[src/ttps_pkg.sv]
// ttps_pkg: types, constants and helpers for the two-target position sequencer
// used by ttps_ctrl, ttps_dp and two_target_position_sequencer_top; no dependencies
`default_nettype none

package ttps_pkg;

	// field widths
	localparam int POS_W   = 24;   // center, signed q.8
	localparam int COORD_W = 23;   // target coordinate, signed q.8
	localparam int TIME_W  = 32;   // elapsed and movement timers
	localparam int REG_W   = 24;   // config write data
	localparam int STEP_W  = 16;   // tick duration
	localparam int FACT_W  = 24;   // interpolation factor, unsigned q8.16
	localparam int MODE_W  = 4;
	localparam int IDX_W   = 3;
	localparam int SUM_W   = 34;   // base plus step before saturation

	// serial divider
	localparam int DIV_STEPS = 24;
	localparam int CNT_W     = 5;

	localparam logic [FACT_W-1:0] FACTOR_ONE = 24'h010000;
	localparam logic [FACT_W-1:0] FACTOR_MAX = 24'hFFFFFF;

	// opcodes
	localparam logic OP_TICK  = 1'b0;
	localparam logic OP_RESET = 1'b1;

	// mode flag bits
	localparam int MODE_CONT     = 0;
	localparam int MODE_STOP     = 1;
	localparam int MODE_PINGPONG = 2;
	localparam int MODE_EXT      = 3;

	// config register indexes
	typedef enum logic [IDX_W-1:0] {
		REG_FIRST_X,
		REG_FIRST_Y,
		REG_SECOND_X,
		REG_SECOND_Y,
		REG_SWITCH_DELAY,
		REG_MOVE_DURATION,
		REG_MODE_FLAGS
	} reg_idx_t;

	// config reset values
	localparam logic signed [COORD_W-1:0] RST_FIRST_X  = 23'sd2560;
	localparam logic signed [COORD_W-1:0] RST_FIRST_Y  = 23'sd2560;
	localparam logic signed [COORD_W-1:0] RST_SECOND_X = 23'sd10240;
	localparam logic signed [COORD_W-1:0] RST_SECOND_Y = 23'sd10240;
	localparam logic [REG_W-1:0]          RST_DELAY    = 24'd8000;
	localparam logic [REG_W-1:0]          RST_DURATION = 24'd8000;
	localparam logic [MODE_W-1:0]         RST_MODE     = 4'd2;

	typedef enum logic [2:0] {
		ST_IDLE,
		ST_EXEC,
		ST_DIV,
		ST_FACT,
		ST_MULX,
		ST_MULY,
		ST_FINY,
		ST_PUSH
	} state_t;

	// controller to datapath
	typedef struct packed {
		logic capture;   // take the input request
		logic exec;      // timers, branch and divider load
		logic div_step;  // one quotient bit
		logic fact;      // saturate, clamp, back and forth
		logic mul_x;     // x product
		logic mul_y;     // commit x, y product
		logic fin_y;     // commit y
		logic push;      // load the output register
	} cmd_t;

	// datapath to controller
	typedef struct packed {
		logic move;      // this tick runs a continuous move
		logic out_free;  // output register can take a result
	} status_t;

	function automatic logic signed [POS_W-1:0] sat24(input logic signed [SUM_W-1:0] v);
		logic signed [SUM_W-1:0] hi;
		logic signed [SUM_W-1:0] lo;
		hi = SUM_W'(signed'(25'sh07FFFFF));
		lo = SUM_W'(signed'(25'sh1800000));
		if (v > hi)
			return 24'sh7FFFFF;
		else if (v < lo)
			return 24'sh800000;
		else
			return v[POS_W-1:0];
	endfunction

endpackage

`default_nettype wire

[src/ttps_ctrl.sv]
// ttps_ctrl: sequencing state machine of the position sequencer
// depends on ttps_pkg; drives ttps_dp through cmd_t and reads status_t
`default_nettype none

module ttps_ctrl (
	input  wire                clk,
	input  wire                arst_n,
	input  wire                in_valid,
	output logic               in_ready,
	input  ttps_pkg::status_t  status,
	output ttps_pkg::cmd_t     cmd
);
	import ttps_pkg::*;

	localparam logic [CNT_W-1:0] DIV_LAST = CNT_W'(DIV_STEPS - 1);

	state_t            state_q;
	state_t            state_nx;
	logic [CNT_W-1:0]  cnt_q;

	always_ff @(posedge clk or negedge arst_n) begin
		if (!arst_n) begin
			state_q <= ST_IDLE;
			cnt_q   <= '0;
		end else begin
			state_q <= state_nx;
			if (state_q == ST_DIV)
				cnt_q <= cnt_q + 1'b1;
			else
				cnt_q <= '0;
		end
	end

	always_comb begin
		state_nx = state_q;
		case (state_q)
			ST_IDLE: if (in_valid) state_nx = ST_EXEC;
			ST_EXEC: state_nx = status.move ? ST_DIV : ST_PUSH;
			ST_DIV:  if (cnt_q == DIV_LAST) state_nx = ST_FACT;
			ST_FACT: state_nx = ST_MULX;
			ST_MULX: state_nx = ST_MULY;
			ST_MULY: state_nx = ST_FINY;
			ST_FINY: state_nx = ST_PUSH;
			ST_PUSH: if (status.out_free) state_nx = ST_IDLE;
			default: state_nx = ST_IDLE;
		endcase
	end

	always_comb begin
		cmd      = '0;
		in_ready = 1'b0;
		case (state_q)
			ST_IDLE: begin
				in_ready    = 1'b1;
				cmd.capture = in_valid;
			end
			ST_EXEC: cmd.exec     = 1'b1;
			ST_DIV:  cmd.div_step = 1'b1;
			ST_FACT: cmd.fact     = 1'b1;
			ST_MULX: cmd.mul_x    = 1'b1;
			ST_MULY: cmd.mul_y    = 1'b1;
			ST_FINY: cmd.fin_y    = 1'b1;
			ST_PUSH: cmd.push     = status.out_free;
			default: cmd          = '0;
		endcase
	end

endmodule

`default_nettype wire

[src/ttps_dp.sv]
// ttps_dp: datapath of the position sequencer: config, timers, serial divider,
// shared multiplier and output register; depends on ttps_pkg
`default_nettype none

module ttps_dp (
	input  wire                                    clk,
	input  wire                                    arst_n,
	input  wire                                    cfg_we,
	input  wire  [ttps_pkg::IDX_W-1:0]             cfg_index,
	input  wire  [ttps_pkg::REG_W-1:0]             cfg_data,
	input  wire                                    opcode,
	input  wire  [ttps_pkg::STEP_W-1:0]            time_step,
	input  wire                                    timer_connected,
	input  wire                                    start_above,
	input  wire                                    switch_connected,
	input  wire                                    switch_above,
	input  wire                                    switch_below,
	input  wire                                    out_ready,
	output logic                                   out_valid,
	output logic signed [ttps_pkg::POS_W-1:0]      center_x,
	output logic signed [ttps_pkg::POS_W-1:0]      center_y,
	output logic                                   moving_forward,
	input  ttps_pkg::cmd_t                         cmd,
	output ttps_pkg::status_t                      status
);
	import ttps_pkg::*;

	// config registers
	logic signed [COORD_W-1:0] first_x_q, first_y_q, second_x_q, second_y_q;
	logic [REG_W-1:0]          delay_q, dur_q;
	logic [MODE_W-1:0]         mode_q;

	// captured request
	logic              op_q;
	logic [STEP_W-1:0] step_q;
	logic              tconn_q, start_q, sconn_q, sabove_q, sbelow_q;

	// sequencer state
	logic [TIME_W-1:0]        elapsed_q, mt_q;
	logic                     fwd_q, latch_q;
	logic signed [POS_W-1:0]  cur_x_q, cur_y_q;

	// divider, factor and product
	logic [FACT_W-1:0]   rem_q, lo_q, quo_q;
	logic                sat_q;
	logic [FACT_W-1:0]   factor_q;
	logic [2*FACT_W-1:0] prod_q;
	logic                neg_q;

	// output register
	logic                     out_valid_q;
	logic signed [POS_W-1:0]  out_x_q, out_y_q;
	logic                     out_fwd_q;

	// sign-extended targets
	logic signed [POS_W-1:0] fx, fy, sx, sy, dx, dy;
	assign fx = POS_W'(first_x_q);
	assign fy = POS_W'(first_y_q);
	assign sx = POS_W'(second_x_q);
	assign sy = POS_W'(second_y_q);
	assign dx = sx - fx;
	assign dy = sy - fy;

	// timer updates, saturating
	logic [TIME_W:0]   el_sum, mt_sum;
	logic [TIME_W-1:0] el_inc, el_nx, mt_nx;
	logic              ext_mode, early, move, sat_div;

	always_comb begin
		el_sum = {1'b0, elapsed_q} + (TIME_W+1)'(step_q);
		el_inc = el_sum[TIME_W] ? '1 : el_sum[TIME_W-1:0];
		if (tconn_q)
			el_nx = start_q ? el_inc : '0;
		else
			el_nx = elapsed_q;
		mt_sum   = {1'b0, mt_q} + (TIME_W+1)'(step_q);
		mt_nx    = mt_sum[TIME_W] ? '1 : mt_sum[TIME_W-1:0];
		ext_mode = mode_q[MODE_EXT] & sconn_q;
		early    = el_nx < TIME_W'(delay_q);
		move     = (op_q == OP_TICK) && !ext_mode && !early && mode_q[MODE_CONT];
		// quotient above 24 bits exactly when mt >= dur * 256
		sat_div  = mt_nx >= {dur_q, 8'd0};
	end

	// restoring division step
	logic [FACT_W:0] trial, diff;
	logic            ge;
	assign trial = {rem_q, lo_q[FACT_W-1]};
	assign ge    = trial >= {1'b0, dur_q};
	assign diff  = trial - {1'b0, dur_q};

	// factor saturation, clamp at end, back and forth
	logic [FACT_W-1:0] fact_c;
	logic              pp_c;
	always_comb begin
		fact_c = sat_q ? FACTOR_MAX : quo_q;
		if (fact_c > FACTOR_ONE && mode_q[MODE_STOP])
			fact_c = FACTOR_ONE;
		pp_c = (fact_c >= FACTOR_ONE) && mode_q[MODE_PINGPONG];
		if (pp_c)
			fact_c = '0;
	end

	// shared multiplier on the delta magnitude
	logic signed [POS_W-1:0] d_sel;
	logic [POS_W-1:0]        mag;
	logic [2*FACT_W-1:0]     prod_c;
	assign d_sel  = cmd.mul_y ? dy : dx;
	assign mag    = d_sel[POS_W-1] ? POS_W'(-d_sel) : POS_W'(d_sel);
	assign prod_c = (2*FACT_W)'(mag) * (2*FACT_W)'(factor_q);

	// rounding, direction and saturation
	logic [2*FACT_W-1:0]     rnd;
	logic [TIME_W-1:0]       q_mag;
	logic signed [SUM_W-1:0] step_s, base_s, sum_s;
	logic signed [POS_W-1:0] base_p, fin_val;
	always_comb begin
		rnd    = prod_q + (2*FACT_W)'(32768);
		q_mag  = rnd[2*FACT_W-1 -: TIME_W];
		step_s = neg_q ? -$signed({2'b00, q_mag}) : $signed({2'b00, q_mag});
		if (cmd.fin_y)
			base_p = fwd_q ? fy : sy;
		else
			base_p = fwd_q ? fx : sx;
		base_s  = SUM_W'(base_p);
		sum_s   = fwd_q ? base_s + step_s : base_s - step_s;
		fin_val = sat24(sum_s);
	end

	always_ff @(posedge clk or negedge arst_n) begin
		if (!arst_n) begin
			first_x_q  <= RST_FIRST_X;
			first_y_q  <= RST_FIRST_Y;
			second_x_q <= RST_SECOND_X;
			second_y_q <= RST_SECOND_Y;
			delay_q    <= RST_DELAY;
			dur_q      <= RST_DURATION;
			mode_q     <= RST_MODE;
		end else if (cfg_we) begin
			case (cfg_index)
				REG_FIRST_X:       first_x_q  <= cfg_data[COORD_W-1:0];
				REG_FIRST_Y:       first_y_q  <= cfg_data[COORD_W-1:0];
				REG_SECOND_X:      second_x_q <= cfg_data[COORD_W-1:0];
				REG_SECOND_Y:      second_y_q <= cfg_data[COORD_W-1:0];
				REG_SWITCH_DELAY:  delay_q    <= cfg_data;
				REG_MOVE_DURATION: dur_q      <= cfg_data;
				REG_MODE_FLAGS:    mode_q     <= cfg_data[MODE_W-1:0];
				default:           ;
			endcase
		end
	end

	always_ff @(posedge clk) begin
		if (cmd.capture) begin
			op_q     <= opcode;
			step_q   <= time_step;
			tconn_q  <= timer_connected;
			start_q  <= start_above;
			sconn_q  <= switch_connected;
			sabove_q <= switch_above;
			sbelow_q <= switch_below;
		end
	end

	always_ff @(posedge clk or negedge arst_n) begin
		if (!arst_n) begin
			elapsed_q <= '0;
			mt_q      <= '0;
			fwd_q     <= 1'b1;
			latch_q   <= 1'b0;
			cur_x_q   <= POS_W'(RST_FIRST_X);
			cur_y_q   <= POS_W'(RST_FIRST_Y);
		end else begin
			if (cmd.exec) begin
				if (op_q == OP_RESET) begin
					elapsed_q <= '0;
					mt_q      <= '0;
					fwd_q     <= 1'b1;
					cur_x_q   <= fx;
					cur_y_q   <= fy;
				end else begin
					elapsed_q <= el_nx;
					if (ext_mode) begin
						if (!latch_q && sabove_q) begin
							latch_q <= 1'b1;
							if (cur_x_q == fx && cur_y_q == fy) begin
								cur_x_q <= sx;
								cur_y_q <= sy;
							end else begin
								cur_x_q <= fx;
								cur_y_q <= fy;
							end
						end else if (latch_q && sbelow_q) begin
							latch_q <= 1'b0;
						end
					end else if (early) begin
						cur_x_q <= fx;
						cur_y_q <= fy;
					end else if (!mode_q[MODE_CONT]) begin
						cur_x_q <= sx;
						cur_y_q <= sy;
					end else begin
						mt_q <= mt_nx;
					end
				end
			end
			if (cmd.fact && pp_c) begin
				mt_q  <= '0;
				fwd_q <= ~fwd_q;
			end
			if (cmd.mul_y)
				cur_x_q <= fin_val;
			if (cmd.fin_y)
				cur_y_q <= fin_val;
		end
	end

	always_ff @(posedge clk) begin
		if (cmd.exec) begin
			rem_q <= mt_nx[TIME_W-1:8];
			lo_q  <= {mt_nx[7:0], 16'd0};
			quo_q <= '0;
			sat_q <= sat_div;
		end
		if (cmd.div_step) begin
			rem_q <= ge ? diff[FACT_W-1:0] : trial[FACT_W-1:0];
			lo_q  <= {lo_q[FACT_W-2:0], 1'b0};
			quo_q <= {quo_q[FACT_W-2:0], ge};
		end
		if (cmd.fact)
			factor_q <= fact_c;
		if (cmd.mul_x || cmd.mul_y) begin
			prod_q <= prod_c;
			neg_q  <= d_sel[POS_W-1];
		end
	end

	always_ff @(posedge clk or negedge arst_n) begin
		if (!arst_n)
			out_valid_q <= 1'b0;
		else if (cmd.push)
			out_valid_q <= 1'b1;
		else if (out_ready)
			out_valid_q <= 1'b0;
	end

	always_ff @(posedge clk) begin
		if (cmd.push) begin
			out_x_q   <= cur_x_q;
			out_y_q   <= cur_y_q;
			out_fwd_q <= fwd_q;
		end
	end

	assign status.move     = move;
	assign status.out_free = !out_valid_q || out_ready;

	assign out_valid      = out_valid_q;
	assign center_x       = out_x_q;
	assign center_y       = out_y_q;
	assign moving_forward = out_fwd_q;

endmodule

`default_nettype wire

[src/two_target_position_sequencer_top.sv]
// two_target_position_sequencer_top: top level of the position sequencer
// instantiates ttps_ctrl and ttps_dp; depends on ttps_pkg
`default_nettype none

// each tick request advances a 2-D center between two targets and returns one
// result: the center (signed q.8, saturated to 24 bits) and the direction flag.
// the center holds the first target until the elapsed timer reaches
// switch_delay, then jumps to the second target or, in continuous mode, moves
// along the line over move_duration, clamped, extrapolated or back and forth.
// with external switch mode and a connected switch, each rising switch level
// swaps targets. opcode 1 resets timers, direction and center.
// timing: a request is taken in the idle cycle; a tick that does not run a
// continuous move goes from exec straight to push, while a moving tick also
// passes the radix-2 divider that forms the interpolation factor and one
// shared 24x24 multiplier used once per axis; push waits for a free output.
// one request is in work at a time; a finished result waits in the output
// register while the next request is accepted and computed.
// config writes (cfg_we, cfg_index, cfg_data) take effect at once, indexes above 6
// are ignored; the user must make them while no request is in work; the block does not check.

module two_target_position_sequencer_top (
	input  wire                                    clk,
	input  wire                                    arst_n,
	// config write port
	input  wire                                    cfg_we,
	input  wire  [ttps_pkg::IDX_W-1:0]             cfg_index,
	input  wire  [ttps_pkg::REG_W-1:0]             cfg_data,
	// tick request channel
	input  wire                                    in_valid,
	output logic                                   in_ready,
	input  wire                                    opcode,
	input  wire  [ttps_pkg::STEP_W-1:0]            time_step,
	input  wire                                    timer_connected,
	input  wire                                    start_above,
	input  wire                                    switch_connected,
	input  wire                                    switch_above,
	input  wire                                    switch_below,
	// result channel
	output logic                                   out_valid,
	input  wire                                    out_ready,
	output logic signed [ttps_pkg::POS_W-1:0]      center_x,
	output logic signed [ttps_pkg::POS_W-1:0]      center_y,
	output logic                                   moving_forward
);
	import ttps_pkg::*;

	// command and status between controller and datapath
	cmd_t    cmd;
	status_t status;

	// sequencing: idle, exec, divide, factor, two multiplies, finish, push
	ttps_ctrl u_ctrl (
		.clk      (clk),
		.arst_n   (arst_n),
		.in_valid (in_valid),
		.in_ready (in_ready),
		.status   (status),
		.cmd      (cmd)
	);

	// registers, timers, divider, multiplier and output register
	ttps_dp u_dp (
		.clk              (clk),
		.arst_n           (arst_n),
		.cfg_we           (cfg_we),
		.cfg_index        (cfg_index),
		.cfg_data         (cfg_data),
		.opcode           (opcode),
		.time_step        (time_step),
		.timer_connected  (timer_connected),
		.start_above      (start_above),
		.switch_connected (switch_connected),
		.switch_above     (switch_above),
		.switch_below     (switch_below),
		.out_ready        (out_ready),
		.out_valid        (out_valid),
		.center_x         (center_x),
		.center_y         (center_y),
		.moving_forward   (moving_forward),
		.cmd              (cmd),
		.status           (status)
	);

endmodule

`default_nettype wire

[config.mk]
export PLATFORM = sky130hd
export DESIGN_NAME = two_target_position_sequencer_top
export DESIGN_NICKNAME = d
export VERILOG_FILES = /design/src/ttps_pkg.sv /design/src/ttps_ctrl.sv /design/src/ttps_dp.sv /design/src/two_target_position_sequencer_top.sv
export SDC_FILE = /design/constraint.sdc
export NUM_CORES = 2
export LEC_CHECK = 0
export BUFFER_PORTS_ARGS = -buffer_cell sky130_fd_sc_hd__buf_2
export CORE_ASPECT_RATIO = 0.7
export CORE_MARGIN = 2
export CORE_UTILIZATION = 30
export DETAILED_ROUTE_END_ITERATION = 10
export PLACE_DENSITY = 0.56
export SLEW_MARGIN = 5
export SYNTH_ARGS = -nofsm -noshare
export SYNTH_HDL_FRONTEND = slang
export SYNTH_SLANG_ARGS = --single-unit
export TNS_END_PERCENT = 5
[constraint.sdc]
create_clock -name clk -period 12.4 [get_ports clk]
set_input_delay 1.24 -clock clk [delete_from_list [all_inputs] [get_ports clk]]
set_output_delay 1.24 -clock clk [all_outputs]
set_load 0.01 [all_outputs]
==> impl_metrics.toml <==
[timing]
grt_setup_unrepaired = "no"
setup_violations = 0
drv_slew = 0
fin_crit_sh = 0.9315
slew_headroom = 0.1299
min_period_ps = 11550
clock_skew_ps = 33.66
worst_pin_slew_ps = 1305
setup-tns-final_ps = 0
fmax_ghz = 0.08658
hold_violations = 0

[yosys]
netlist.area_leader.share = 0.1964
syn_area_mm2 = 0.04965
synth_seq_area_share = 0.2477
synth_nets = 6309
synthCells = 5411
synth-edff-count = 186
synth-main-ff-cell = "dfrtp_1"
synthTopCellsByCount = "inv_1, nand2_1, fa_1"
synth-seq-cells = 453
synth_most_common_cell = "inv_1"
ys_warn_count = 0
avgSynthCellArea_um2 = 9.176
synth.largest_area_cell = "fa_1"
synth_area_leaders = "fa_1, dfrtp_1, edfxtp_1, ha_1, inv_1"
synth.distinct_cells = 106
ys_async_sr_fraction = 0.5894

[clocking]
clkLatencyLatePin_ps = 640
cts_sinks = 453
clk_pin_slew_worst_paths_ps = 70
post_cts_resized = 0
clockBufferDepth = 3
cts_setup_buffers = 0
cts_inserted_buffers = 47
cts_hold_buf = 0
root_buffer = "clkbuf_16"
cts_tree = "built"
htreeDepth = 2

[setup_path]
start_kind = "flop"
slowest_stage = "a31oi_1"
path_max_fanout = 8
cp-end-kind = "flop"
critical_path_class = "reg -> reg"
cp_common_cell = "fa_1"
max_stage_delay_ps = 650
r2r_slack_ps = 850
cp.arrival_ps = 12010
cp.required_ps = 12860

[grt]
grt_max_degree = 156
grt_pass1_vias = 39120
track_usage = 0.1906
grt_pass1_wl_um = 248700
antenna_found_initial = 8
gr-total-overflow = 0

[floorplan]
dieWidth_um = 490.2
start_util = 0.3031
ios = 105
die_h_um = 344.4
core-area_mm2 = 0.1638
dieArea_mm2 = 0.1688
num_rows = 124

[cells_and_area]
area_delta_synth_final_pct = 10.11
final_nets = 6306
fillers = 16890
drive_gt1_frac = 0.09365

[outcome]
status = "finished, final reports clean"

[run]
drv_cap = 0

[placement]
dp_hpwl_um = 127700
port_buffers = 104
gp_congestion = 0.9367

[min_path]
worstHoldPathType = "reg -> reg"

[routing]
drcViolationCount = 0
dr_total_vias = 40060
routed_wl_um = 162400
ant_nets = 0
dr.first_iter.drc_count = 4568
wire_per_inst_um = 21.22
avgViaCountPerCell = 5.234
first_pass_iters = 6
==> placed cells by master, fill, tap and decap left out, types with 22 or more instances in the layout <==
master / n
a211oi_1: 38
a21o_1: 70
a21oi_1: 229
a221oi_1: 24
a222oi_1: 22
a22o_1: 29
a31oi_1: 49
and2_1: 264
and3_1: 75
buf_2: 103
buf_4: 97
clkbuf_16: 52
dfrtp_1: 241
dfstp_2: 26
edfxtp_1: 186
fa_1: 487
ha_1: 357
inv_1: 799
mux2_2: 84
mux2i_1: 22
mux4_2: 23
nand2_1: 552
nand2b_1: 44
nand3_1: 98
nand4_1: 53
nor2_1: 267
nor2b_1: 48
nor3_1: 71
nor4_1: 29
o21a_1: 38
o21ai_0: 270
o21bai_1: 25
o31ai_1: 36
or3_1: 22
xnor2_1: 180
xor2_1: 95
==> through the flow <==
step / hold WS (ps) / worst slack, ps / util / std cells / instance area [um2]
after detailed placement: 443.1 / 1081 / 0.3232 / 7564 / 52950
final: 447.3 / 849.9 / 0.3337 / 7654 / 54670
after floorplan: 413.1 / 2271 / - / 5411 / 49650
after global placement: 432.9 / 1215 / 0.3232 / 7564 / 52950
after CTS: 453.6 / 1020 / 0.3336 / 7651 / 54660
after global routing: 465.6 / 75.43 / 0.3336 / 7651 / 54660
==> state kept, by name, indices dropped and copies added (netlist names), 24 cells and up <==
signal          cells
u_dp.center_x      24
u_dp.cur_y_q       24
u_dp.rem_q         24
u_dp.elapsed_q     32
u_dp.quo_q         24
u_dp.dur_q         24
u_dp.mt_q          32
u_dp.factor_q      24
u_dp.cur_x_q       24
u_dp.delay_q       24
u_dp.prod_q        33
u_dp.center_y      24
==> layout make-up <==
cell class,instances,area [um2],area share
diodes,3,7.507,0.0001373
clock buffers,64,1386,0.02536
clock inverters,23,325.3,0.005950
inverters,801,3007,0.05500
multi-input cells,3903,33610,0.6147
flip-flops and latches,453,12300,0.2250
well taps,2205,2759,0.05046
repair buffers,202,1279,0.02339
==> metal layers <==
layer / GRT usage / wire length (um) / vias to the layer above
met5: 0 / 0 / -
met4: 0.03774 / 3087 / 0
met3: 0.05087 / 18200 / 153
met2: 0.2462 / 59730 / 1816
met1: 0.3071 / 81430 / 19930
li1: - / - / 18160
==> worst max-delay path: cells and delay by family, from the launching register on <==
family | cells | cell delay (ps)
fa+ha+maj | 9 | 4130
simple gates | 5 | 1150
compound gates | 14 | 4720
flops | 1 | 400
xor+xnor | 2 | 390
buf+inv | 5 | 570
==> cell families (layout without fill, tap and decap cells) <==
group | count (synthesis) | after routing | share of synthesized area
AND/OR/NAND/NOR | 1611 | 1611 | 0.1618
buffers and inverters | 1055 | 1090 | 0.08152
AO/OA/AOI/OAI | 1023 | 1023 | 0.1362
adder cells (fa/ha/maj) | 844 | 844 | 0.2863
flip-flops | 453 | 453 | 0.2477
XOR/XNOR | 295 | 295 | 0.05234
multiplexers | 130 | 130 | 0.03412
other | 0 | 3 | 0
==> final timing paths <==
check,endpoint,cells past startpoint,from
worst min-delay path,u_dp.latch_q,1,u_dp.sbelow_q
worst max register to register,u_dp.prod_q[44],35,u_dp.first_x_q[1]
min in group asynchronous,u_dp.elapsed_q[8],1,arst_n
worst min register to register,u_dp.latch_q,1,u_dp.sbelow_q
max in group asynchronous,u_dp.cur_x_q[15],2,arst_n
worst max-delay path,u_dp.prod_q[44],35,u_dp.first_x_q[1]
Power is left out: the tool's default activity adds up to more than one toggle a clock period on the data nets, which glitch-free logic cannot reach.
